$ cat src/hdl/base64_stream_codec_unit_assert.svh
// ----------------------------------------------------------------------------
// base64 stream codec assertion macros
// clocked property helpers shared by the codec modules
// ----------------------------------------------------------------------------
`ifndef BASE64_STREAM_CODEC_UNIT_ASSERT_SVH
`define BASE64_STREAM_CODEC_UNIT_ASSERT_SVH

// same-cycle implication, held off while in reset
`define B64SC_ASSERT_IMP(label, clk, rst_n, ante, cons, msg) \
	label: assert property (@(posedge clk) disable iff (!rst_n) (ante) |-> (cons)) \
		else $error(msg);

// next-cycle implication, held off while in reset
`define B64SC_ASSERT_NXT(label, clk, rst_n, ante, cons, msg) \
	label: assert property (@(posedge clk) disable iff (!rst_n) (ante) |=> (cons)) \
		else $error(msg);

`endif

$ cat src/hdl/b64sc_pkg.sv
// ----------------------------------------------------------------------------
// b64sc_pkg
// types, constants and alphabet functions of the base64 stream codec
// ----------------------------------------------------------------------------
package b64sc_pkg;

	localparam int JOB_SLOTS   = 4;
	localparam int QUEUE_DEPTH = 2;
	localparam int ADDR_W      = 3;

	// register index as seen on paddr[2]
	localparam logic REG_DIRECTION = 1'b0;

	localparam logic DIR_ENCODE = 1'b0;
	localparam logic DIR_DECODE = 1'b1;

	localparam logic [7:0] PAD_CHAR = 8'h3D;
	localparam logic [7:0] CH_SPACE = 8'h20;
	localparam logic [7:0] CH_TAB   = 8'h09;
	localparam logic [7:0] CH_CR    = 8'h0D;
	localparam logic [7:0] CH_LF    = 8'h0A;

	typedef struct packed {
		logic [7:0] in_byte;
		logic       in_last;
	} in_t;

	typedef struct packed {
		logic [7:0] out_byte;
		logic       out_valid;
		logic       out_last;
		logic       bad_input;
	} out_t;

	// one accepted word's worth of results, slot 0 goes out first
	typedef struct packed {
		out_t [JOB_SLOTS-1:0] res;
		logic [2:0]           count;
	} job_t;

	typedef struct packed {
		logic direction;
		logic clear;
	} cfg_ctl_t;

	typedef struct packed {
		logic [5:0] value;
		logic       is_pad;
		logic       is_bad;
	} sextet_t;

	function automatic logic [7:0] enc_char(input logic [5:0] v);
		logic [7:0] w;
		w = {2'b00, v};
		if (v < 6'd26)      return 8'(w + 8'h41);
		else if (v < 6'd52) return 8'(w + 8'd71);
		else if (v < 6'd62) return 8'(w - 8'd4);
		else if (v == 6'd62) return 8'h2B;
		else                return 8'h2F;
	endfunction

	function automatic sextet_t dec_char(input logic [7:0] c);
		sextet_t s;
		s = '0;
		priority if (c >= 8'h41 && c <= 8'h5A) s.value = 6'(c - 8'h41);
		else if (c >= 8'h61 && c <= 8'h7A)     s.value = 6'(c - 8'd71);
		else if (c >= 8'h30 && c <= 8'h39)     s.value = 6'(c + 8'd4);
		else if (c == 8'h2B)                   s.value = 6'd62;
		else if (c == 8'h2F)                   s.value = 6'd63;
		else if (c == PAD_CHAR)                s.is_pad = 1'b1;
		else                                   s.is_bad = 1'b1;
		return s;
	endfunction

endpackage

$ cat src/hdl/b64sc_front.sv
// ----------------------------------------------------------------------------
// b64sc_front
// accepts input words, tracks the group state and builds result jobs
// ----------------------------------------------------------------------------
`include "base64_stream_codec_unit_assert.svh"

module b64sc_front (
	input  logic               clk,
	input  logic               arst_n,
	input  b64sc_pkg::cfg_ctl_t ctl,
	input  logic               item_valid,
	output logic               item_ready,
	input  b64sc_pkg::in_t     item,
	output logic               q_valid,
	input  logic               q_ready,
	output b64sc_pkg::job_t    q_data
);

	logic [17:0] gb_q, gb_n;
	logic [1:0]  gc_q, gc_n;
	logic [1:0]  pc_q, pc_n;
	logic        sp_q, sp_n;
	logic        err_q, err_n;

	b64sc_pkg::job_t    job;
	b64sc_pkg::sextet_t sx;
	logic [23:0] triple;
	logic [1:0]  n;
	logic [2:0]  k;
	logic [1:0]  nout;
	logic        ws, ok, bad, accept;

	assign item_ready = q_ready;
	assign accept     = item_valid && item_ready;
	assign q_valid    = accept && (job.count != 3'd0);
	assign q_data     = job;

	always_comb begin
		gb_n   = gb_q;
		gc_n   = gc_q;
		pc_n   = pc_q;
		sp_n   = sp_q;
		err_n  = err_q;
		job    = '0;
		triple = '0;
		k      = '0;
		nout   = '0;
		ok     = 1'b1;
		bad    = 1'b0;
		n      = 2'(gc_q + 2'd1);
		sx     = b64sc_pkg::dec_char(item.in_byte);
		ws     = (item.in_byte == b64sc_pkg::CH_SPACE) || (item.in_byte == b64sc_pkg::CH_TAB)
			|| (item.in_byte == b64sc_pkg::CH_CR) || (item.in_byte == b64sc_pkg::CH_LF);
		if (ctl.direction == b64sc_pkg::DIR_ENCODE) begin
			if (gc_q != 2'd2 && !item.in_last) begin
				gb_n = {2'b00, gb_q[7:0], item.in_byte};
				gc_n = n;
			end else begin
				unique case (gc_q)
					2'd0:    triple = {item.in_byte, 16'h0000};
					2'd1:    triple = {gb_q[7:0], item.in_byte, 8'h00};
					default: triple = {gb_q[15:0], item.in_byte};
				endcase
				for (int i = 0; i < b64sc_pkg::JOB_SLOTS; i++) begin
					job.res[i].out_byte  = (2'(i) <= n) ?
						b64sc_pkg::enc_char(triple[23-6*i -: 6]) : b64sc_pkg::PAD_CHAR;
					job.res[i].out_valid = 1'b1;
					job.res[i].out_last  = item.in_last && (i == 3);
				end
				job.count = 3'd4;
				gb_n  = '0;
				gc_n  = '0;
				pc_n  = '0;
				sp_n  = 1'b0;
				err_n = 1'b0;
			end
		end else begin
			if (!err_q && !ws) begin
				if (sx.is_bad) ok = 1'b0;
				else if (sx.is_pad) begin
					if (gc_q < 2'd2) ok = 1'b0;
					else begin
						sp_n = 1'b1;
						pc_n = 2'(pc_q + 2'd1);
					end
				end else if (sp_q) ok = 1'b0;
				if (!ok) err_n = 1'b1;
				else if (gc_q == 2'd3) begin
					triple = {gb_q, sx.is_pad ? 6'd0 : sx.value};
					nout   = (pc_n == 2'd3) ? 2'd1 : 2'(2'd3 - pc_n);
					for (int i = 0; i < 3; i++) begin
						if (2'(i) < nout) begin
							job.res[i].out_byte  = triple[23-8*i -: 8];
							job.res[i].out_valid = 1'b1;
						end
					end
					k    = {1'b0, nout};
					gb_n = '0;
					gc_n = '0;
					pc_n = '0;
				end else begin
					gb_n = {gb_q[11:0], sx.is_pad ? 6'd0 : sx.value};
					gc_n = n;
				end
			end
			if (item.in_last) begin
				bad = err_n || (gc_n != 2'd0);
				if (k != 3'd0 && !bad) begin
					job.res[2'(k - 3'd1)].out_last = 1'b1;
				end else begin
					job.res[k[1:0]].out_last  = 1'b1;
					job.res[k[1:0]].bad_input = bad;
					k = 3'(k + 3'd1);
				end
				gb_n  = '0;
				gc_n  = '0;
				pc_n  = '0;
				sp_n  = 1'b0;
				err_n = 1'b0;
			end
			job.count = k;
		end
	end

	always_ff @(posedge clk or negedge arst_n) begin
		if (!arst_n) begin
			gb_q  <= '0;
			gc_q  <= '0;
			pc_q  <= '0;
			sp_q  <= 1'b0;
			err_q <= 1'b0;
		end else if (ctl.clear) begin
			gb_q  <= '0;
			gc_q  <= '0;
			pc_q  <= '0;
			sp_q  <= 1'b0;
			err_q <= 1'b0;
		end else if (accept) begin
			gb_q  <= gb_n;
			gc_q  <= gc_n;
			pc_q  <= pc_n;
			sp_q  <= sp_n;
			err_q <= err_n;
		end
	end

	// encode never flags malformed input
	`B64SC_ASSERT_IMP(a_enc_no_err, clk, arst_n, ctl.direction == b64sc_pkg::DIR_ENCODE, !err_q,
		"error flag set in encode")
	// a final word always leaves the group state empty
	`B64SC_ASSERT_NXT(a_last_clears, clk, arst_n, accept && item.in_last && !ctl.clear,
		(gc_q == 2'd0) && !sp_q && !err_q, "group state not cleared after last word")

endmodule

$ cat src/hdl/b64sc_fifo.sv
// ----------------------------------------------------------------------------
// b64sc_fifo
// short job queue between the front and back parts
// ----------------------------------------------------------------------------
`include "base64_stream_codec_unit_assert.svh"

module b64sc_fifo #(
	parameter int DEPTH = b64sc_pkg::QUEUE_DEPTH
) (
	input  logic            clk,
	input  logic            arst_n,
	input  logic            wr_valid,
	output logic            wr_ready,
	input  b64sc_pkg::job_t wr_data,
	output logic            rd_valid,
	input  logic            rd_ready,
	output b64sc_pkg::job_t rd_data
);

	localparam int PTR_W = $clog2(DEPTH);
	localparam int CNT_W = $clog2(DEPTH + 1);

	b64sc_pkg::job_t mem_q [DEPTH];
	logic [PTR_W-1:0] wp_q, rp_q;
	logic [CNT_W-1:0] count_q;
	logic push, pop;

	assign wr_ready = (count_q != CNT_W'(DEPTH));
	assign rd_valid = (count_q != '0);
	assign rd_data  = mem_q[rp_q];
	assign push     = wr_valid && wr_ready;
	assign pop      = rd_valid && rd_ready;

	always_ff @(posedge clk) begin
		if (push) mem_q[wp_q] <= wr_data;
	end

	always_ff @(posedge clk or negedge arst_n) begin
		if (!arst_n) begin
			wp_q    <= '0;
			rp_q    <= '0;
			count_q <= '0;
		end else begin
			if (push) wp_q <= (wp_q == PTR_W'(DEPTH - 1)) ? '0 : PTR_W'(wp_q + 1'b1);
			if (pop)  rp_q <= (rp_q == PTR_W'(DEPTH - 1)) ? '0 : PTR_W'(rp_q + 1'b1);
			unique case ({push, pop})
				2'b10:   count_q <= CNT_W'(count_q + 1'b1);
				2'b01:   count_q <= CNT_W'(count_q - 1'b1);
				default: count_q <= count_q;
			endcase
		end
	end

	// the front only pushes when there is room
	`B64SC_ASSERT_IMP(a_no_overflow, clk, arst_n, wr_valid, count_q < CNT_W'(DEPTH),
		"job pushed into full queue")

endmodule

$ cat src/hdl/b64sc_back.sv
// ----------------------------------------------------------------------------
// b64sc_back
// plays out the result words of each job, one per cycle while result_ready is high
// ----------------------------------------------------------------------------
`include "base64_stream_codec_unit_assert.svh"

module b64sc_back (
	input  logic            clk,
	input  logic            arst_n,
	input  logic            rd_valid,
	output logic            rd_ready,
	input  b64sc_pkg::job_t rd_data,
	output logic            result_valid,
	input  logic            result_ready,
	output b64sc_pkg::out_t result
);

	b64sc_pkg::job_t cur_q;
	logic       cur_valid_q;
	logic [1:0] idx_q;
	logic       last_slot, take, sent;

	assign result_valid = cur_valid_q;
	assign result       = cur_q.res[idx_q];
	assign sent         = cur_valid_q && result_ready;
	assign last_slot    = (idx_q == 2'(cur_q.count - 3'd1));
	assign take         = !cur_valid_q || (sent && last_slot);
	assign rd_ready     = take;

	always_ff @(posedge clk) begin
		if (take && rd_valid) cur_q <= rd_data;
	end

	always_ff @(posedge clk or negedge arst_n) begin
		if (!arst_n) begin
			cur_valid_q <= 1'b0;
			idx_q       <= '0;
		end else if (take) begin
			cur_valid_q <= rd_valid;
			idx_q       <= '0;
		end else if (sent) begin
			idx_q <= 2'(idx_q + 2'd1);
		end
	end

	// slot index stays inside the job
	`B64SC_ASSERT_IMP(a_idx_in_job, clk, arst_n, cur_valid_q, {1'b0, idx_q} < cur_q.count,
		"slot index beyond job length")
	// a stalled word holds its slot
	`B64SC_ASSERT_NXT(a_stall_holds, clk, arst_n, result_valid && !result_ready,
		result_valid && $stable(idx_q), "slot moved while stalled")

endmodule

$ cat src/hdl/base64_stream_codec_unit.sv
// ----------------------------------------------------------------------------
// base64_stream_codec_unit
// streaming base64 encoder / decoder with an apb direction register
// ----------------------------------------------------------------------------
// The unit takes one input word per cycle (item) while the job queue has room and hands out
// result words one per cycle (result) while result_ready is high. A front part accepts each
// word, updates the group state and turns it into a job of zero to four result words; a back
// part plays the jobs out of the queue. Encode gives four result words per three input bytes;
// decode takes one character per word and gives about three result words per four characters,
// plus one status word on the final input when it yields no clean data byte. Results pass
// through the queue and the back job register. The direction register (byte address 0, bit 0:
// 0 encode, 1 decode) is to be written only while the unit is idle; the unit does not enforce
// this. Each write also discards any partial stream. In decode, bad_input on the final result
// word means the whole stream must be thrown away.

module base64_stream_codec_unit #(
	parameter int QUEUE_DEPTH = b64sc_pkg::QUEUE_DEPTH
) (
	input  logic                       clk,
	input  logic                       arst_n,
	// apb register port
	input  logic                       psel,
	input  logic                       penable,
	input  logic                       pwrite,
	input  logic [b64sc_pkg::ADDR_W-1:0] paddr,
	input  logic [31:0]                pwdata,
	output logic [31:0]                prdata,
	output logic                       pready,
	// input words
	input  logic                       item_valid,
	output logic                       item_ready,
	input  b64sc_pkg::in_t             item,
	// result words
	output logic                       result_valid,
	input  logic                       result_ready,
	output b64sc_pkg::out_t            result
);

	logic dir_q;
	logic reg_hit, cfg_wr;
	b64sc_pkg::cfg_ctl_t ctl;

	// queue link between front and back
	logic            q_wr_valid, q_wr_ready;
	b64sc_pkg::job_t q_wr_data;
	logic            q_rd_valid, q_rd_ready;
	b64sc_pkg::job_t q_rd_data;

	// register decode: paddr[2] picks the register, low bits are byte lanes
	assign pready  = 1'b1;
	assign reg_hit = (paddr[2] == b64sc_pkg::REG_DIRECTION);
	assign cfg_wr  = psel && penable && pwrite && pready && reg_hit;
	assign prdata  = reg_hit ? {31'd0, dir_q} : 32'd0;

	// a direction write also wipes the stream state in the front
	assign ctl.direction = dir_q;
	assign ctl.clear     = cfg_wr;

	always_ff @(posedge clk or negedge arst_n) begin
		if (!arst_n) begin
			dir_q <= b64sc_pkg::DIR_ENCODE;
		end else if (cfg_wr) begin
			dir_q <= pwdata[0];
		end
	end

	b64sc_front u_front (
		.clk        (clk),
		.arst_n     (arst_n),
		.ctl        (ctl),
		.item_valid (item_valid),
		.item_ready (item_ready),
		.item       (item),
		.q_valid    (q_wr_valid),
		.q_ready    (q_wr_ready),
		.q_data     (q_wr_data)
	);

	// short queue so either side can stall on its own
	b64sc_fifo #(
		.DEPTH (QUEUE_DEPTH)
	) u_fifo (
		.clk      (clk),
		.arst_n   (arst_n),
		.wr_valid (q_wr_valid),
		.wr_ready (q_wr_ready),
		.wr_data  (q_wr_data),
		.rd_valid (q_rd_valid),
		.rd_ready (q_rd_ready),
		.rd_data  (q_rd_data)
	);

	b64sc_back u_back (
		.clk          (clk),
		.arst_n       (arst_n),
		.rd_valid     (q_rd_valid),
		.rd_ready     (q_rd_ready),
		.rd_data      (q_rd_data),
		.result_valid (result_valid),
		.result_ready (result_ready),
		.result       (result)
	);

endmodule
$ cat config.mk
export PLATFORM = sky130hd
export DESIGN_NAME = base64_stream_codec_unit
export DESIGN_NICKNAME = d
export VERILOG_FILES = /design/src/hdl/b64sc_pkg.sv /design/src/hdl/b64sc_front.sv /design/src/hdl/b64sc_fifo.sv /design/src/hdl/b64sc_back.sv /design/src/hdl/base64_stream_codec_unit.sv
export VERILOG_INCLUDE_DIRS = /design/src /design/src/hdl
export SDC_FILE = /design/constraint.sdc
export NUM_CORES = 1
export LEC_CHECK = 0
export BUFFER_PORTS_ARGS = -buffer_cell sky130_fd_sc_hd__buf_4
export CORE_ASPECT_RATIO = 2
export CORE_MARGIN = 2
export CORE_UTILIZATION = 45
export DETAILED_ROUTE_END_ITERATION = 12
export PLACE_DENSITY_LB_ADDON = 0.05
export SLEW_MARGIN = 0
export SYNTH_ARGS = -nofsm -noshare
export SYNTH_HDL_FRONTEND = slang
export SYNTH_HIERARCHICAL = 1
export SYNTH_SLANG_ARGS = --single-unit
export TNS_END_PERCENT = 100
$ cat constraint.sdc
create_clock -name clk -period 9.2 [get_ports clk]
set_input_delay 0.92 -clock clk [delete_from_list [all_inputs] [get_ports clk]]
set_output_delay 0.92 -clock clk [all_outputs]
set_load 0.03 [all_outputs]
==> reports/results.env <==
GRT.OVERFLOW.TOTAL=0
N_ANTENNA_CELL=0
VIAS=7183
MAXIMUM_VDD_IR_DROP_uV=415
WIRE_PER_INST_UM=22.5
CORE_AREA_MM2=0.0222
DIE-HEIGHT_UM=217
COMB_POWER_SHARE=0.433
SW_FRAC_OF_TOTAL=0.394
FIRST_PASS_GRT_WIRE_LENGTH_UM=41400
P_LEAK_nW=4.33
STARTPOINT_TYPE_OF_THE_WORST_SETUP_PATH='primary input'
GP_ROUTABILITY_CONGESTION=0.922
FLOORPLAN.INITIALDENSITY=0.460
ROUTE.ANTENNA.REMAINING_NETS=0
POWER_PER_CELL_AREA_mW_PER_MM2=312
FINAL_NETS=1000
RSZ0062_AT_GRT='false'
SYN_INST=895
HOLD_VIOL_FINAL=0
CTS-HTREE-LEVELS=4
DETAIL_ROUTE.ITER0.VIOLATIONS=542
POSTCTSHOLDBUFS=0
ARRIVAL_NS=5.59
CLOCK_POWER_SHARE=0.207
HIGHEST_FANOUT_SEEN_ON_THE_CRITICAL_PATH=46
MAXSLEWVIOLCOUNT=0
NUMBER_OF_CTS_INSERTED_BUFFERS=17
FINAL.FILL_COUNT=2030
CRIT_FAMILY='compound AO/OA/AOI/OAI gates'
FIRST_GLOBAL_VIAS=7375
FLOORPLAN_DIE_WIDTH_UM=110
HOLD_CLASS='primary input to async pin'
CTS_SETUP_BUFFERS=0
DETAILED_ROUTE_VIAS_PER_INSTANCE=6.01
REQUIRED_NS=9.23
AVGSYNTHCELLAREA_UM2=11.4
AREA_DELTA_SYNTH_FINAL_PCT=8.98
FINAL.PERIOD_UTILIZATION=0.604
CTS.SINKS=170
DRV.MAX_CAP_VIOLATION_COUNT=0
TIMING.CRITICAL_PATH.SLOWEST_STAGE_CELL='and3_2'
FINALWORSTPATHREQUIREDPERIOD_NS=5.56
POST_CTS_RESIZE_COUNT=0
FINALSETUPVIOLATIONS=0
DP_HPWL_UM=20100
MAX_CLOCK_FREQ_MHz=180
CRITPATHBUFINV=3
IO_PINS=97
BUFFER_PORTS.INSERTED=31
TOTAL_SWITCHING_POWER_mW=1.37
LARGEST_NET_DEGREE_AT_THE_START_OF_GLOBAL_ROUTING=48
TRANSITION_AT_THE_PIN_WITH_THE_SMALLEST_MAX_TRANSITION_SLACK_NS=1.13
GRT.TOTAL_USAGE=0.225
DRT_DRC_VIOLATIONS_LEFT=0
RESULT_OF_THE_RUN='complete, no violations'
CELL_AREA_AFTER_SYNTHESIS_MM2=0.0102
CRITPATHKIND='primary input to flop'
END_KIND='flop'
DETAIL_ROUTE.FIRST_PASS.ITERATIONS=5
NUMBER_OF_ANTENNA_VIOLATIONS_AT_THE_FIRST_CHECK_IN_GLOBAL_ROUTING=0
TRITONCTS='built'
CELLINTERNALPOWER_mW=2.10
DIE_AREA_MM2=0.0239
FINALSETUPTNS_NS=0
WARNINGS_FROM_YOSYS=6
FINAL.HOLD.WORST_SLACK_NS=0.454
TIMING.CLOCK.SKEW_NS=0.00848
CRITICAL_PATH.MAX_STAGE_DELAY_NS=0.95
DRT_WL_TOTAL_UM=26900
CRIT_CHAIN='buf_4 -> inv_1 -> ha_1 -> and4b_1 -> nand3_1 -> a211oi_1 -> o31a_1 -> o211a_1 -> inv_1 -> ha_1 -> a2111oi_4 -> nand3_1 -> a21oi_1 -> a32o_1 -> and3_2'
CLOCK_TREE.ROOT_CELL='clkbuf_16'
CLOCKBUFFERDEPTH=2
FP-ROW-COUNT=77
MAX_SLEW_MARGIN=0.246
LAYOUT_CELL_SHARE_WITH_DRIVE_STRENGTH_BEYOND_1=0.176
PATH_CLK_SLEW_NS=0.07
CLK_LATENCY_NS=0.43
SEQ_POWER_SHARE=0.360
-- power by group through the flow --
| stage | sequential, mW | combinational (mW) | clock (mW) |
|---|---|---|---|
| after floorplan | 1.20 | 1.15 | 0 |
| after global placement | 1.26 | 1.48 | 0 |
| after detailed placement | 1.27 | 1.50 | 0 |
| after CTS | 1.25 | 1.50 | 0.736 |
| after global routing | 1.27 | 1.63 | 0.769 |
| final | 1.25 | 1.50 | 0.718 |
-- flip-flops by register name (all words and copies together) (netlist names) --
signal	flops
u_front/gb_q	18
u_back/result_valid	1
u_fifo/wp_q	1
u_fifo/rp_q	1
dir_q	1
u_back/cur_q	46
u_front/gc_q	2
u_fifo/mem_q	92
u_front/err_q	1
u_front/pc_q	2
u_back/idx_q	2
u_front/sp_q	1
u_fifo/count_q	2
-- path summary, 6_finish.rpt --
path                            slack [ns]               from  cells past startpoint             endpoint
worst max-delay path                  3.64            item[3]                     15  u_fifo/mem_q[1][40]
worst min-delay path                  0.45             arst_n                      1    u_fifo/count_q[0]
worst max register to register        4.34    u_front/gc_q[1]                     12  u_fifo/mem_q[1][40]
worst min register to register        0.49  u_fifo/count_q[1]                      1    u_fifo/count_q[1]
max in group asynchronous             8.39             arst_n                      1          u_fifo/rp_q
min in group clk                      0.49  u_fifo/count_q[1]                      1    u_fifo/count_q[1]
-- layout by cell type, fill, tap and decap left out, types with 7 or more instances in the layout --
master	count
a31oi_1	11
ha_1	42
mux4_2	10
a21oi_1	59
o21ai_0	35
a221o_1	7
inv_1	44
mux2_2	29
clkbuf_16	17
mux2_4	20
and2_1	10
nand3_1	24
nor3_1	12
conb_1	32
nor2b_1	7
nor3b_1	9
a21o_1	24
xnor2_1	17
a22o_1	22
nand2b_1	10
dfrtp_1	31
a32o_1	9
nor2_1	44
nand2_1	64
o221ai_1	7
buf_4	40
edfxtp_1	138
-- area by class of cell --
| type | count | area (um^2) | area share |
|---|---|---|---|
| multi-input cells | 634 | 4750 | 0.427 |
| flip-flops and latches | 170 | 4950 | 0.445 |
| well taps | 276 | 345 | 0.0311 |
| inverters | 44 | 165 | 0.0149 |
| repair buffers | 40 | 300 | 0.0270 |
| clock buffers | 17 | 425 | 0.0383 |
| clock inverters | 15 | 179 | 0.0161 |
-- stage by stage --
stage	power, mW	cell area (um^2)	worst slack (ns)	cells	utilization
final	3.47	11100	3.64	1196	0.501
after global routing	3.67	11100	3.24	1196	0.501
after CTS	3.49	11100	3.66	1196	0.501
after detailed placement	2.77	10500	3.23	1164	0.474
after global placement	2.74	10500	3.33	1164	0.474
after floorplan	2.36	10300	2.89	925	-
-- worst reg2reg max path: cells and delay by family (launching register included) --
family / cells / cell delay [ns]
AO/OA/AOI/OAI: 6 / 1.80
AND/OR/NAND/NOR: 4 / 1.77
flip-flops: 1 / 0.53
adder cells (fa/ha/maj): 1 / 0.25
buffers and inverters: 1 / 0.09
-- metal layers --
metal	track usage	vias up	routed length (um)
met4	0.138	0	1560
met1	0.235	3533	9700
met5	0	-	0
li1	-	3341	-
met2	0.420	247	14600
met3	0.0343	62	1020
(Power assumes the default switching activity.)
